<file path="src/hdl/wegc_pkg.sv">
// ----------------------------------------------------------------------------
// wegc_pkg
// Shared types and constants for the wheel encoder goto controller.
// ----------------------------------------------------------------------------
package wegc_pkg;

   // Default position wrap width
   localparam int ENC_WIDTH_DEF = 16;

   // Field widths fixed by the interface
   localparam int FIELD_W    = 16;
   localparam int DIFF_W     = FIELD_W + 1;
   localparam int ERR_W      = FIELD_W + 2;
   localparam int BAND_W     = 8;
   localparam int ALLOW_W    = 4;
   localparam int LEVEL_W    = 3;
   localparam int CSR_IDX_W  = 3;
   localparam int CSR_DATA_W = 16;

   // Request codes
   localparam logic REQ_TICK  = 1'b0;
   localparam logic REQ_START = 1'b1;

   // Register indexes
   typedef enum logic [CSR_IDX_W-1:0] {
      CSR_TARGET_LEFT   = 3'd0,
      CSR_TARGET_RIGHT  = 3'd1,
      CSR_REACHED_BAND  = 3'd2,
      CSR_SLOW_BAND     = 3'd3,
      CSR_NORMAL_BAND   = 3'd4,
      CSR_FAST_BAND     = 3'd5,
      CSR_MAX_REVERSALS = 3'd6
   } csr_index_type;

   // Register reset values
   localparam logic signed [FIELD_W-1:0] RESET_TARGET        = '0;
   localparam logic [BAND_W-1:0]         RESET_REACHED_BAND  = 8'd2;
   localparam logic [BAND_W-1:0]         RESET_SLOW_BAND     = 8'd4;
   localparam logic [BAND_W-1:0]         RESET_NORMAL_BAND   = 8'd10;
   localparam logic [BAND_W-1:0]         RESET_FAST_BAND     = 8'd40;
   localparam logic [ALLOW_W-1:0]        RESET_MAX_REVERSALS = 4'd4;

   // Speed level codes
   typedef enum logic [LEVEL_W-1:0] {
      LEVEL_STOP   = 3'd0,
      LEVEL_SLOW   = 3'd1,
      LEVEL_NORMAL = 3'd2,
      LEVEL_FAST   = 3'd3,
      LEVEL_MAX    = 3'd4
   } level_type;

   typedef struct packed {
      logic [BAND_W-1:0] reached;
      logic [BAND_W-1:0] slow;
      logic [BAND_W-1:0] normal;
      logic [BAND_W-1:0] fast;
   } band_cfg_type;

   typedef struct packed {
      logic signed [FIELD_W-1:0] target_left;
      logic signed [FIELD_W-1:0] target_right;
      band_cfg_type              bands;
      logic [ALLOW_W-1:0]        max_reversals;
   } cfg_type;

   // Per-wheel result and status toward the top level
   typedef struct packed {
      level_type level;
      logic      reverse;
      logic      idle_now;
      logic      idle_next;
   } wheel_stat_type;

endpackage

</file>
<file path="src/hdl/wegc_csr.sv">
// ----------------------------------------------------------------------------
// wegc_csr
// Configuration register file: decodes writes and holds the settings.
// ----------------------------------------------------------------------------
module wegc_csr (
   input  logic                                 clock,
   input  logic                                 reset,
   input  logic                                 csr_wr_en,
   input  logic [wegc_pkg::CSR_IDX_W-1:0]       csr_index,
   input  logic [wegc_pkg::CSR_DATA_W-1:0]      csr_wdata,
   output wegc_pkg::cfg_type                    cfg
);

   wegc_pkg::cfg_type cfg_ff;
   wegc_pkg::cfg_type cfg_in;

   // Decode the write; unknown indexes leave everything unchanged
   always_comb begin
      cfg_in = cfg_ff;
      if (csr_wr_en) begin
         case (csr_index)
            wegc_pkg::CSR_TARGET_LEFT: begin
               cfg_in.target_left = csr_wdata;
            end
            wegc_pkg::CSR_TARGET_RIGHT: begin
               cfg_in.target_right = csr_wdata;
            end
            wegc_pkg::CSR_REACHED_BAND: begin
               cfg_in.bands.reached = csr_wdata[wegc_pkg::BAND_W-1:0];
            end
            wegc_pkg::CSR_SLOW_BAND: begin
               cfg_in.bands.slow = csr_wdata[wegc_pkg::BAND_W-1:0];
            end
            wegc_pkg::CSR_NORMAL_BAND: begin
               cfg_in.bands.normal = csr_wdata[wegc_pkg::BAND_W-1:0];
            end
            wegc_pkg::CSR_FAST_BAND: begin
               cfg_in.bands.fast = csr_wdata[wegc_pkg::BAND_W-1:0];
            end
            wegc_pkg::CSR_MAX_REVERSALS: begin
               cfg_in.max_reversals = csr_wdata[wegc_pkg::ALLOW_W-1:0];
            end
            default: begin
               cfg_in = cfg_ff;
            end
         endcase
      end
   end

   always_ff @(posedge clock) begin
      if (reset) begin
         cfg_ff.target_left   <= wegc_pkg::RESET_TARGET;
         cfg_ff.target_right  <= wegc_pkg::RESET_TARGET;
         cfg_ff.bands.reached <= wegc_pkg::RESET_REACHED_BAND;
         cfg_ff.bands.slow    <= wegc_pkg::RESET_SLOW_BAND;
         cfg_ff.bands.normal  <= wegc_pkg::RESET_NORMAL_BAND;
         cfg_ff.bands.fast    <= wegc_pkg::RESET_FAST_BAND;
         cfg_ff.max_reversals <= wegc_pkg::RESET_MAX_REVERSALS;
      end else begin
         cfg_ff <= cfg_in;
      end
   end

   assign cfg = cfg_ff;

endmodule

</file>
<file path="src/hdl/wegc_wheel.sv">
// ----------------------------------------------------------------------------
// wegc_wheel
// One wheel: baseline and allowance state, error banding and direction.
// ----------------------------------------------------------------------------
module wegc_wheel #(
   parameter int ENC_WIDTH = wegc_pkg::ENC_WIDTH_DEF
) (
   input  logic                                 clock,
   input  logic                                 reset,
   input  logic                                 advance,
   input  logic                                 start,
   input  logic signed [wegc_pkg::FIELD_W-1:0]  enc,
   input  logic                                 dir,
   input  logic signed [wegc_pkg::FIELD_W-1:0]  target,
   input  wegc_pkg::band_cfg_type               bands,
   input  logic [wegc_pkg::ALLOW_W-1:0]         max_reversals,
   output wegc_pkg::wheel_stat_type             stat
);

   localparam int FW    = wegc_pkg::FIELD_W;
   localparam int DW    = wegc_pkg::DIFF_W;
   localparam int EW    = wegc_pkg::ERR_W;
   localparam int AW    = wegc_pkg::ALLOW_W;
   localparam int POS_W = (ENC_WIDTH < DW) ? ENC_WIDTH : DW;

   logic [AW-1:0]          allowance_ff;
   logic [AW-1:0]          allowance_in;
   logic [FW-1:0]          baseline_ff;
   logic [FW-1:0]          baseline_in;

   logic [FW-1:0]          base_eff;
   logic [AW-1:0]          allow_cur;
   logic [DW-1:0]          diff;
   logic [POS_W-1:0]       pos_w;
   logic [EW-1:0]          pos;
   logic [EW-1:0]          err;
   logic [EW-1:0]          mag;
   logic                   err_pos;
   logic                   arrived;
   wegc_pkg::level_type    band_level;
   wegc_pkg::level_type    level;
   logic                   reverse;

   // A start item rebases and reloads before it is processed as a tick
   assign base_eff  = start ? enc : baseline_ff;
   assign allow_cur = start ? ((target != '0) ? max_reversals : '0) : allowance_ff;

   // Position wraps to ENC_WIDTH bits, capped at DIFF_W; error is exact
   assign diff  = {enc[FW-1], enc} - {base_eff[FW-1], base_eff};
   assign pos_w = diff[POS_W-1:0];
   assign pos   = {{(EW-POS_W){pos_w[POS_W-1]}}, pos_w};
   assign err   = pos - {{(EW-FW){target[FW-1]}}, target};
   assign mag   = err[EW-1] ? (~err + EW'(1)) : err;

   assign err_pos = !err[EW-1] && (err != '0);
   assign arrived = (mag <= EW'(bands.reached));

   // Band the magnitude, first match wins
   always_comb begin
      if (mag < EW'(bands.slow)) begin
         band_level = wegc_pkg::LEVEL_SLOW;
      end else if (mag < EW'(bands.normal)) begin
         band_level = wegc_pkg::LEVEL_NORMAL;
      end else if (mag < EW'(bands.fast)) begin
         band_level = wegc_pkg::LEVEL_FAST;
      end else begin
         band_level = wegc_pkg::LEVEL_MAX;
      end
   end

   // Drive command and allowance update
   always_comb begin
      level        = wegc_pkg::LEVEL_STOP;
      reverse      = 1'b0;
      allowance_in = allow_cur;
      if (allow_cur != '0) begin
         if (arrived) begin
            allowance_in = allow_cur - AW'(1);
         end else begin
            level   = band_level;
            reverse = err_pos;
            if (err_pos != dir) begin
               allowance_in = allow_cur - AW'(1);
            end
         end
      end
   end

   assign baseline_in = base_eff;

   // Commit state when the transaction moves to the result register
   always_ff @(posedge clock) begin
      if (reset) begin
         allowance_ff <= '0;
         baseline_ff  <= '0;
      end else if (advance) begin
         allowance_ff <= allowance_in;
         baseline_ff  <= baseline_in;
      end
   end

   assign stat.level     = level;
   assign stat.reverse   = reverse;
   assign stat.idle_now  = (allowance_ff == '0);
   assign stat.idle_next = (allowance_in == '0);

`ifndef ASSERT_OFF
   // Allowance only moves by a single step outside a start
   a_allow_step: assert property (@(posedge clock) disable iff (reset)
      advance && !start |=>
         (allowance_ff == $past(allowance_ff)) ||
         (allowance_ff == $past(allowance_ff) - AW'(1)))
      else $error("allowance changed by more than one step");

   // State holds while no transaction advances
   a_state_hold: assert property (@(posedge clock) disable iff (reset)
      !advance |=> $stable(allowance_ff) && $stable(baseline_ff))
      else $error("wheel state changed without an advance");
`endif

endmodule

</file>
<file path="src/hdl/wheel_encoder_goto_controller_core.sv">
// ----------------------------------------------------------------------------
// wheel_encoder_goto_controller_core
// Two-wheel drive-to-encoder-target controller with input and result stages.
// ----------------------------------------------------------------------------
//  channel   direction   handshake            payload
//  req_      in          req_valid/req_ready  type, enc left/right, dir left/right
//  rsp_      out         rsp_valid/rsp_ready  speed level/reverse per wheel, done
//  csr_      in          csr_wr_en            csr_index, csr_wdata
//
//  Response valid rises once the request has passed the input and result
//  registers; one transaction per cycle is sustained unless the response stalls.
//  Wheel state commits as a transaction moves to the result register, so the
//  next transaction sees it at once.
//  A stalled response holds both stages; the input frees when it is taken.
//  Synchronous reset clears the stage valids, wheel state and settings.
// ----------------------------------------------------------------------------
module wheel_encoder_goto_controller_core #(
   parameter int ENC_WIDTH = wegc_pkg::ENC_WIDTH_DEF
) (
   input  logic                                 clock,
   input  logic                                 reset,
   // request channel
   input  logic                                 req_valid,
   output logic                                 req_ready,
   input  logic                                 req_type,
   input  logic signed [wegc_pkg::FIELD_W-1:0]  req_enc_left,
   input  logic signed [wegc_pkg::FIELD_W-1:0]  req_enc_right,
   input  logic                                 req_dir_left,
   input  logic                                 req_dir_right,
   // response channel
   output logic                                 rsp_valid,
   input  logic                                 rsp_ready,
   output logic [wegc_pkg::LEVEL_W-1:0]         rsp_speed_level_left,
   output logic                                 rsp_reverse_left,
   output logic [wegc_pkg::LEVEL_W-1:0]         rsp_speed_level_right,
   output logic                                 rsp_reverse_right,
   output logic                                 rsp_run_done,
   // configuration
   input  logic                                 csr_wr_en,
   input  logic [wegc_pkg::CSR_IDX_W-1:0]       csr_index,
   input  logic [wegc_pkg::CSR_DATA_W-1:0]      csr_wdata
);

   localparam int FW = wegc_pkg::FIELD_W;
   localparam int LW = wegc_pkg::LEVEL_W;

   wegc_pkg::cfg_type         cfg;
   wegc_pkg::wheel_stat_type  stat_left;
   wegc_pkg::wheel_stat_type  stat_right;

   logic                      in_valid_ff;
   logic                      in_valid_in;
   logic                      in_type_ff;
   logic [FW-1:0]             in_enc_left_ff;
   logic [FW-1:0]             in_enc_right_ff;
   logic                      in_dir_left_ff;
   logic                      in_dir_right_ff;

   logic                      out_valid_ff;
   logic                      out_valid_in;
   logic [LW-1:0]             out_level_left_ff;
   logic                      out_reverse_left_ff;
   logic [LW-1:0]             out_level_right_ff;
   logic                      out_reverse_right_ff;
   logic                      out_done_ff;

   logic                      req_fire;
   logic                      advance;
   logic                      start;

   // Stage control
   assign advance   = in_valid_ff && (!out_valid_ff || rsp_ready);
   assign req_ready = !in_valid_ff || advance;
   assign req_fire  = req_valid && req_ready;
   assign start     = (in_type_ff == wegc_pkg::REQ_START);

   assign in_valid_in  = req_fire || (in_valid_ff && !advance);
   assign out_valid_in = advance || (out_valid_ff && !rsp_ready);

   wegc_csr u_csr (
      .clock     (clock),
      .reset     (reset),
      .csr_wr_en (csr_wr_en),
      .csr_index (csr_index),
      .csr_wdata (csr_wdata),
      .cfg       (cfg)
   );

   wegc_wheel #(.ENC_WIDTH(ENC_WIDTH)) u_wheel_left (
      .clock         (clock),
      .reset         (reset),
      .advance       (advance),
      .start         (start),
      .enc           (in_enc_left_ff),
      .dir           (in_dir_left_ff),
      .target        (cfg.target_left),
      .bands         (cfg.bands),
      .max_reversals (cfg.max_reversals),
      .stat          (stat_left)
   );

   wegc_wheel #(.ENC_WIDTH(ENC_WIDTH)) u_wheel_right (
      .clock         (clock),
      .reset         (reset),
      .advance       (advance),
      .start         (start),
      .enc           (in_enc_right_ff),
      .dir           (in_dir_right_ff),
      .target        (cfg.target_right),
      .bands         (cfg.bands),
      .max_reversals (cfg.max_reversals),
      .stat          (stat_right)
   );

   // Stage valids
   always_ff @(posedge clock) begin
      if (reset) begin
         in_valid_ff  <= 1'b0;
         out_valid_ff <= 1'b0;
      end else begin
         in_valid_ff  <= in_valid_in;
         out_valid_ff <= out_valid_in;
      end
   end

   // Capture the request transaction
   always_ff @(posedge clock) begin
      if (req_fire) begin
         in_type_ff      <= req_type;
         in_enc_left_ff  <= req_enc_left;
         in_enc_right_ff <= req_enc_right;
         in_dir_left_ff  <= req_dir_left;
         in_dir_right_ff <= req_dir_right;
      end
   end

   // Load the result register
   always_ff @(posedge clock) begin
      if (advance) begin
         out_level_left_ff    <= stat_left.level;
         out_reverse_left_ff  <= stat_left.reverse;
         out_level_right_ff   <= stat_right.level;
         out_reverse_right_ff <= stat_right.reverse;
         out_done_ff          <= stat_left.idle_next && stat_right.idle_next;
      end
   end

   assign rsp_valid             = out_valid_ff;
   assign rsp_speed_level_left  = out_level_left_ff;
   assign rsp_reverse_left      = out_reverse_left_ff;
   assign rsp_speed_level_right = out_level_right_ff;
   assign rsp_reverse_right     = out_reverse_right_ff;
   assign rsp_run_done          = out_done_ff;

`ifndef ASSERT_OFF
   // Pending done flag agrees with the committed allowances
   a_done_matches: assert property (@(posedge clock) disable iff (reset)
      out_valid_ff |-> out_done_ff == (stat_left.idle_now && stat_right.idle_now))
      else $error("run_done disagrees with wheel allowances");

   // A stopped wheel is never driven backward
   a_stop_fwd_left: assert property (@(posedge clock) disable iff (reset)
      out_valid_ff && (out_level_left_ff == wegc_pkg::LEVEL_STOP) |-> !out_reverse_left_ff)
      else $error("left wheel reversed while stopped");

   a_stop_fwd_right: assert property (@(posedge clock) disable iff (reset)
      out_valid_ff && (out_level_right_ff == wegc_pkg::LEVEL_STOP) |-> !out_reverse_right_ff)
      else $error("right wheel reversed while stopped");

   // A stalled response keeps the input stage from draining
   a_stall_holds: assert property (@(posedge clock) disable iff (reset)
      out_valid_ff && !rsp_ready |-> !advance)
      else $error("transaction advanced into a stalled result register");
`endif

endmodule

</file>
<file path="config.mk">
export PLATFORM = sky130hd
export DESIGN_NAME = wheel_encoder_goto_controller_core
export DESIGN_NICKNAME = d
export VERILOG_FILES = /design/src/hdl/wegc_pkg.sv /design/src/hdl/wegc_csr.sv /design/src/hdl/wegc_wheel.sv /design/src/hdl/wheel_encoder_goto_controller_core.sv
export SDC_FILE = /design/constraint.sdc
export NUM_CORES = 1
export LEC_CHECK = 0
export BUFFER_PORTS_ARGS = -buffer_cell sky130_fd_sc_hd__buf_2
export CORE_MARGIN = 2
export CORE_UTILIZATION = 30
export DETAILED_ROUTE_END_ITERATION = 10
export HOLD_SLACK_MARGIN = 0.05
export PLACE_DENSITY = 0.57
export SETUP_SLACK_MARGIN = 0.05
export SYNTH_ARGS = -nofsm -noshare
export SYNTH_HDL_FRONTEND = slang
export SYNTH_SLANG_ARGS = --single-unit
</file>
<file path="constraint.sdc">
create_clock -name clock -period 14.01 [get_ports clock]
set_input_delay 2.802 -clock clock [delete_from_list [all_inputs] [get_ports clock]]
set_output_delay 2.802 -clock clock [all_outputs]
set_load 0.01 [all_outputs]
</file>
After elaboration in Yosys (flattened, before gate mapping)
Cells that the tools add are included.
{"block": "classes", "n_addsub": 8, "magnitude_cmp": 8, "eq_ne": 8, "muxes": 20, "n_bitwise": 4, "reduce_logical": 39}
{"operator": "$lt 18x8->1", "n": 6}
{"operator": "$mux 4", "n": 10}
{"operator": "$add 18x1->18 const B", "n": 2}
{"operator": "$le 18x8->1", "n": 2}
{"operator": "$mux 18", "n": 2}
{"operator": "$not 18->18", "n": 2}
{"operator": "$reduce_bool 18->1", "n": 2}
{"operator": "$sub 16x16->17", "n": 2}
{"operator": "$mux 16", "n": 2}
{"operator": "$reduce_bool 16->1", "n": 2}
{"operator": "$sub 16x16->16", "n": 2}
{"operator": "$reduce_and 2->1", "n": 7}
{"operator": "$eq 3x3->1 const B", "n": 3}
{"operator": "$logic_not 4->1", "n": 2}
{"operator": "$reduce_bool 4->1", "n": 2}
{"operator": "$reduce_or 4->1", "n": 2}
{"operator": "$sub 4x1->4 const B", "n": 2}
{"operator": "$logic_and 1x1->1", "n": 7}
{"operator": "$eq 3x2->1 const B", "n": 2}
{"operator": "$logic_not 1->1", "n": 6}
{"operator": "$mux 3", "n": 2}
{"operator": "$reduce_or 3->1", "n": 2}
{"operator": "$logic_or 1x1->1", "n": 4}
{"operator": "$mux 2", "n": 2}
{"operator": "other kinds (6)", "n": 10}
{"block": "word_totals", "ff_bits": 154, "output_inout_bits": 11, "elab_cells": 114}

Depth between registers and ports, before layout
{"block": "logic_depth", "depth_word": 11, "mapped_depth": 37, "ltp_nobuf": 36}

By module
From an unflattened synthesis, not the netlist that was laid out.
{"block": "hier_totals", "cells_unflattened": 1391, "hier_area_um2": 12251.8}
{"module": "wegc_wheel at u_wheel_left", "n_inst": 1, "cells_each": 543, "area_each_um2": 4080.2}
{"module": "wegc_wheel at u_wheel_right", "n_inst": 1, "cells_each": 544, "area_each_um2": 4015.1}
{"module": "wegc_csr", "n_inst": 1, "cells_each": 249, "area_each_um2": 2725.1}
{"module": "wheel_encoder_goto_controller_core", "n_inst": 1, "cells_each": 55, "area_each_um2": 1431.4}

Worst setup path before layout
No wires, ideal clock.
{"block": "synth_path", "kind": "reg2reg", "start": "reg in_type_ff", "end": "reg out_done_ff (netlist: rsp_run_done), data pin", "setup_ps": 170, "arrival_ps": 7694, "required_time_ps": 13840, "setup_slack_ps": 6146, "path_stages_with_launch": 36, "path_buffers": 3, "cell_sequence": "edfxtp_1 > clkbuf_1 > clkbuf_1 > mux2i_1 > ha_1 > nor2b_1 > o21ai_0 > a21oi_1 > o21a_1 > o21a_1 > o21a_1 > o21ai_0 > a21boi_0 > o41a_1 > and4_1 > a2111oi_0 > xnor2_1 > ha_1 > nor2b_1 > o21ai_0 > a31oi_1 > clkbuf_1 > o21ai_0 > ha_1 > nor2b_1 > o21a_1 > o21a_1 > o21ai_0 > nand2b_1 > a21oi_1 > nor3_1 > nor2_1 > a31oi_4 > or3b_1 > a2111o_1 > nor4_2"}
{"block": "synth_via", "elab_chain_len": 11, "word_cells_on_any_way": 37, "classes_between": "add/sub: 8; order compare: 2; eq/ne: 2; mux: 12; bitwise: 2; reduce/logical: 11"}
{"element": "start, declared", "line": "wheel_encoder_goto_controller_core.sv:53", "text": "logic in_type_ff;"}
{"element": "start signal, assigned", "line": "wheel_encoder_goto_controller_core.sv:129", "text": "in_type_ff <= req_type;"}
{"element": "$mux 16", "line": "wegc_wheel.sv:45", "text": "assign base_eff = start ? enc : baseline_ff;"}
{"element": "$sub 16x16->16", "line": "wegc_wheel.sv:49", "text": "assign diff = {enc[FW-1], enc} - {base_eff[FW-1], base_eff};"}
{"element": "$sub 16x16->17", "line": "wegc_wheel.sv:52", "text": "assign err = pos - {{(EW-FW){target[FW-1]}}, target};"}
{"element": "$not 18->18 (tied with other cells)", "line": "wegc_wheel.sv:53", "text": "assign mag = err[EW-1] ? (~err + EW'(1)) : err;"}
{"element": "$add 18x1->18 or $logic_and 1x1->1 (tied branches)", "line": "wegc_wheel.sv:53, wegc_wheel.sv:55"}
{"element": "$mux 18 or $ne 1x1->1 (tied branches)", "line": "wegc_wheel.sv:53, wegc_wheel.sv:82"}
{"element": "$le 18x8->1 or $mux 4 (tied branches)", "line": "wegc_wheel.sv:56, wegc_wheel.sv:82"}
{"element": "$mux 4", "line": "wegc_wheel.sv:77", "text": "if (arrived) begin"}
{"element": "$mux 4", "line": "wegc_wheel.sv:76", "text": "if (allow_cur != '0) begin"}
{"element": "$logic_not 4->1", "line": "wegc_wheel.sv:105", "text": "assign stat.idle_next = (allowance_in == '0);"}
{"element": "$logic_and 1x1->1 (*)", "line": "wheel_encoder_goto_controller_core.sv:144", "text": "out_done_ff <= stat_left.idle_next && stat_right.idle_next;"}
{"element": "end signal, assigned", "line": "wheel_encoder_goto_controller_core.sv:144"}
{"element": "end, declared", "line": "wheel_encoder_goto_controller_core.sv:65", "text": "logic out_done_ff;"}
Every way passes the cells marked *; elsewhere a longest branch is shown, timed or not.
A chain may end at the register's enable or synchronous reset.

Worst setup path in the final report
Ends and elaborated chain as after synthesis.

==> summary.txt <==
Final layout
  • Share of cells above drive strength 1: roughly a tenth
  • Nets: 1571
  • Diodes inserted: 0
  • Area grow syn2layout: 12.4%
  • Finished Cell Area: ~13000 sq um

Timing
  • Minimum clock period: about 8.8 ns
  • Worst-Margin Slew: roughly 1.1 ns
  • Slew Limit Headroom: between 20% and 30%
  • Final Hold Violating Endpoints: 0
  • Final period utilization: roughly 63%
  • Fin Setup TNS: 0 ns
  • Fmax achieved: about 110 MHz
  • Final setup fails: 0
  • Worst clock skew: ~0.017 ns
  • Final Max Slew Viols: 0
  • RSZ-0062 raised after global routing: false

Route
  • Uppermost layer routed: met4
  • 1st-iter DRT viols: roughly 550
  • DRT Wirelength: about 30 mm
  • Pre-antenna DRT Iters: 5
  • Met2 WL: 15.0 mm
  • DR vias: between 9000 and 10000
  • Routed vias/inst: ~5.1
  • M1 WL: 13.5 mm
  • DRC viols: 0
  • Detail Route Antenna Nets: 0
  • DR WL met3: around 800 um
  • Wire per inst: approximately 16 um

Global route
  • Grt total ovfl: 0
  • Initial antenna violation count: 0
  • Vias in the first global route: roughly 9000
  • Gr usage total: between 10% and 20%
  • Pin count of the biggest net entering global routing: 82
  • First-pass GRT wire length: 47.8 mm

Synth
  • Syn. warnings: 0
  • Yosys reg bits: between 150 and 200
  • EDFF count, synth: 44
  • Synthesized net count: between 1500 and 2000
  • Most used DFF post-synth: dfxtp_1
  • Yosys top cell area share: between 10% and 20%
  • Count leader, synth: nand2_1
  • Yosys cell types: 90
  • Ys async rst share: 0%
  • Synthesized cell area: approximately 11000 sq um
  • Avg Cell Area, Syn: between 8 and 9 sq um
  • Sequential fraction of the synthesis area: 31.4%
  • Post-synth top cells: nand2_1, ha_1, a21oi_1
  • Synth Instances: about 1300
  • Leading area contributor after synthesis: dfxtp_1
  • Area contributors post-synth: dfxtp_1, ha_1, edfxtp_1

Setup path
  • Worst path max stage delay: 0.70 ns
  • Critical Path Fanout Max: 36
  • Crit path launch type: flip-flop
  • Critical path class: flip-flop to flip-flop
  • Slowest cell on crit path: a31oi_1
  • Critical path arrival: between 9 and 10 ns
  • Largest delay contributor family on the critical path: compound AO/OA/AOI/OAI gates
  • CP required: ~14 ns
  • Critical path buffers and inverters: 1
  • Critical Path End Type: flip-flop

Floorplan
  • Effective utilization at floorplan: between 30 and 40%
  • Core area: 36700 sq um
  • Die width: 197 um
  • Rows: 70
  • IO Pins: 70
  • Die H: a little under 200 um
  • Full die area: 38900 sq um

Run
  • Max-Cap Viols: 0

Outcome
  • Status: finished, final reports clean

Clock network
  • Hold_buf cts: 0
  • Total CTS buffers: 17
  • Post-CTS sizing: 0
  • Max H-tree Level: 4
  • Root Driver: clkbuf_16
  • CTS max path bufs: 2
  • Worst-Skew Late Latency: 0.45 ns
  • Post-CTS setup buffer count: 0
  • CTS tree: done
  • TritonCTS Sinks: between 150 and 200
  • Worst-path clk slew: about 0.070 ns

Place
  • Placed instance area: around 12000 sq um
  • GPL Wtd Cong: 0.852
  • Port Buffer Count: 69
  • Hpwl dp: roughly 24 mm

Min path
  • Hold Crit Class: flip-flop to flip-flop

Power and ir drop
  • Static Leak: roughly 5 nW
  • Pwr Density: around 160 nW/um^2
  • Overall Power: just over 2 mW
  • Maximum VDD drop: 0.0000880 V
==> placed cells by master (no fill, tap or decap), types with 29 or more instances in the layout <==
cell type / n
ha_1: 126
xnor2_1: 39
nor2_1: 94
dfxtp_1: 110
mux2i_1: 34
a211oi_1: 34
buf_2: 68
inv_1: 94
a21oi_1: 124
o21ai_0: 55
nand2_1: 182
a21o_1: 29
edfxtp_1: 44
==> routing by layer <==
layer / up-vias / GRT usage (%)
met5: - / 0
met4: 0 / 6.77
met3: 42 / 2.42
met2: 157 / 27.4
met1: 4449 / 19.1
li1: 4873 / -
==> sequential cells by signal, summed over array words and instances, names as in the netlist <==
register / count
rsp_reverse_left: 1
in_valid_ff: 1
in_dir_left_ff: 1
u_wheel_left.allowance_ff: 4
in_enc_left_ff: 16
u_wheel_left.baseline_ff: 16
rsp_run_done: 1
rsp_valid: 1
rsp_reverse_right: 1
in_type_ff: 1
rsp_speed_level_right: 3
in_dir_right_ff: 1
u_wheel_right.baseline_ff: 16
in_enc_right_ff: 16
u_csr.cfg: 68
rsp_speed_level_left: 3
u_wheel_right.allowance_ff: 4
==> metrics by stage <==
| step | setup slack (ns) | utilization [%] | instances | hold slack [ns] |
|---|---|---|---|---|
| floorplan | 6.15 | - | 1332 | 0.432 |
| global placement | 5.51 | 32.7 | 1831 | 0.441 |
| detailed placement | 5.30 | 32.7 | 1831 | 0.448 |
| CTS | 5.26 | 34.3 | 1863 | 0.457 |
| global route | 4.43 | 34.3 | 1863 | 0.475 |
| finish | 5.22 | 34.3 | 1863 | 0.456 |
==> worst register-to-register path, delay by kind of cell, from the launching register on <==
| kind | cells | cell delay, ns |
|---|---|---|
| and+or+nand+nor | 9 | 1.69 |
| buffers and inverters | 1 | 0.50 |
| muxes | 1 | 0.42 |
| DFF | 1 | 0.32 |
| adders and majority gates | 3 | 1.04 |
| AOI/OAI and AO/OA | 18 | 4.51 |
| xor gates and xnor gates | 1 | 0.14 |
==> worst paths after layout <==
path                            slack (ns)                         end                       start  depth (start not counted)
worst max-delay path                  5.22      rsp_run_done$_DFFE_PP_        in_type_ff$_DFFE_PP_                         33
worst min-delay path                  0.46  u_csr.cfg[27]$_SDFFE_PP0P_  u_csr.cfg[27]$_SDFFE_PP0P_                          2
worst max register to register        5.22      rsp_run_done$_DFFE_PP_        in_type_ff$_DFFE_PP_                         33
worst min register to register        0.46  u_csr.cfg[27]$_SDFFE_PP0P_  u_csr.cfg[27]$_SDFFE_PP0P_                          2
==> logic make-up after synthesis <==
| logic type | after synthesis | share of synthesized area, % |
|---|---|---|
| AOI/OAI and AO/OA | 362 | 21.4 |
| muxes | 38 | 3.44 |
| adders and majority gates | 130 | 14.8 |
| and+or+nand+nor | 449 | 19.3 |
| DFF | 154 | 31.4 |
| buffers and inverters | 138 | 4.80 |
| xor gates and xnor gates | 61 | 4.83 |
==> power by group <==
| group | leakage (nW) | internal (mW) | switching, mW |
|---|---|---|---|
| sequential | 1.32 | 0.481 | 0.0122 |
| clock | 0.301 | 0.261 | 0.211 |
| combinational | 3.38 | 0.453 | 0.657 |
| total | 5.00 | 1.20 | 0.880 |
==> final cells by class <==
class,instances,area (sq um)
clock inverters,12,110
fillers,3738,24100
clock buffers,20,489
multi-input cells,1040,7160
well taps,468,586
inverters,96,360
repair buffers,73,378
flip-flops and latches,154,3520
Power figures use the tool's default switching activity.
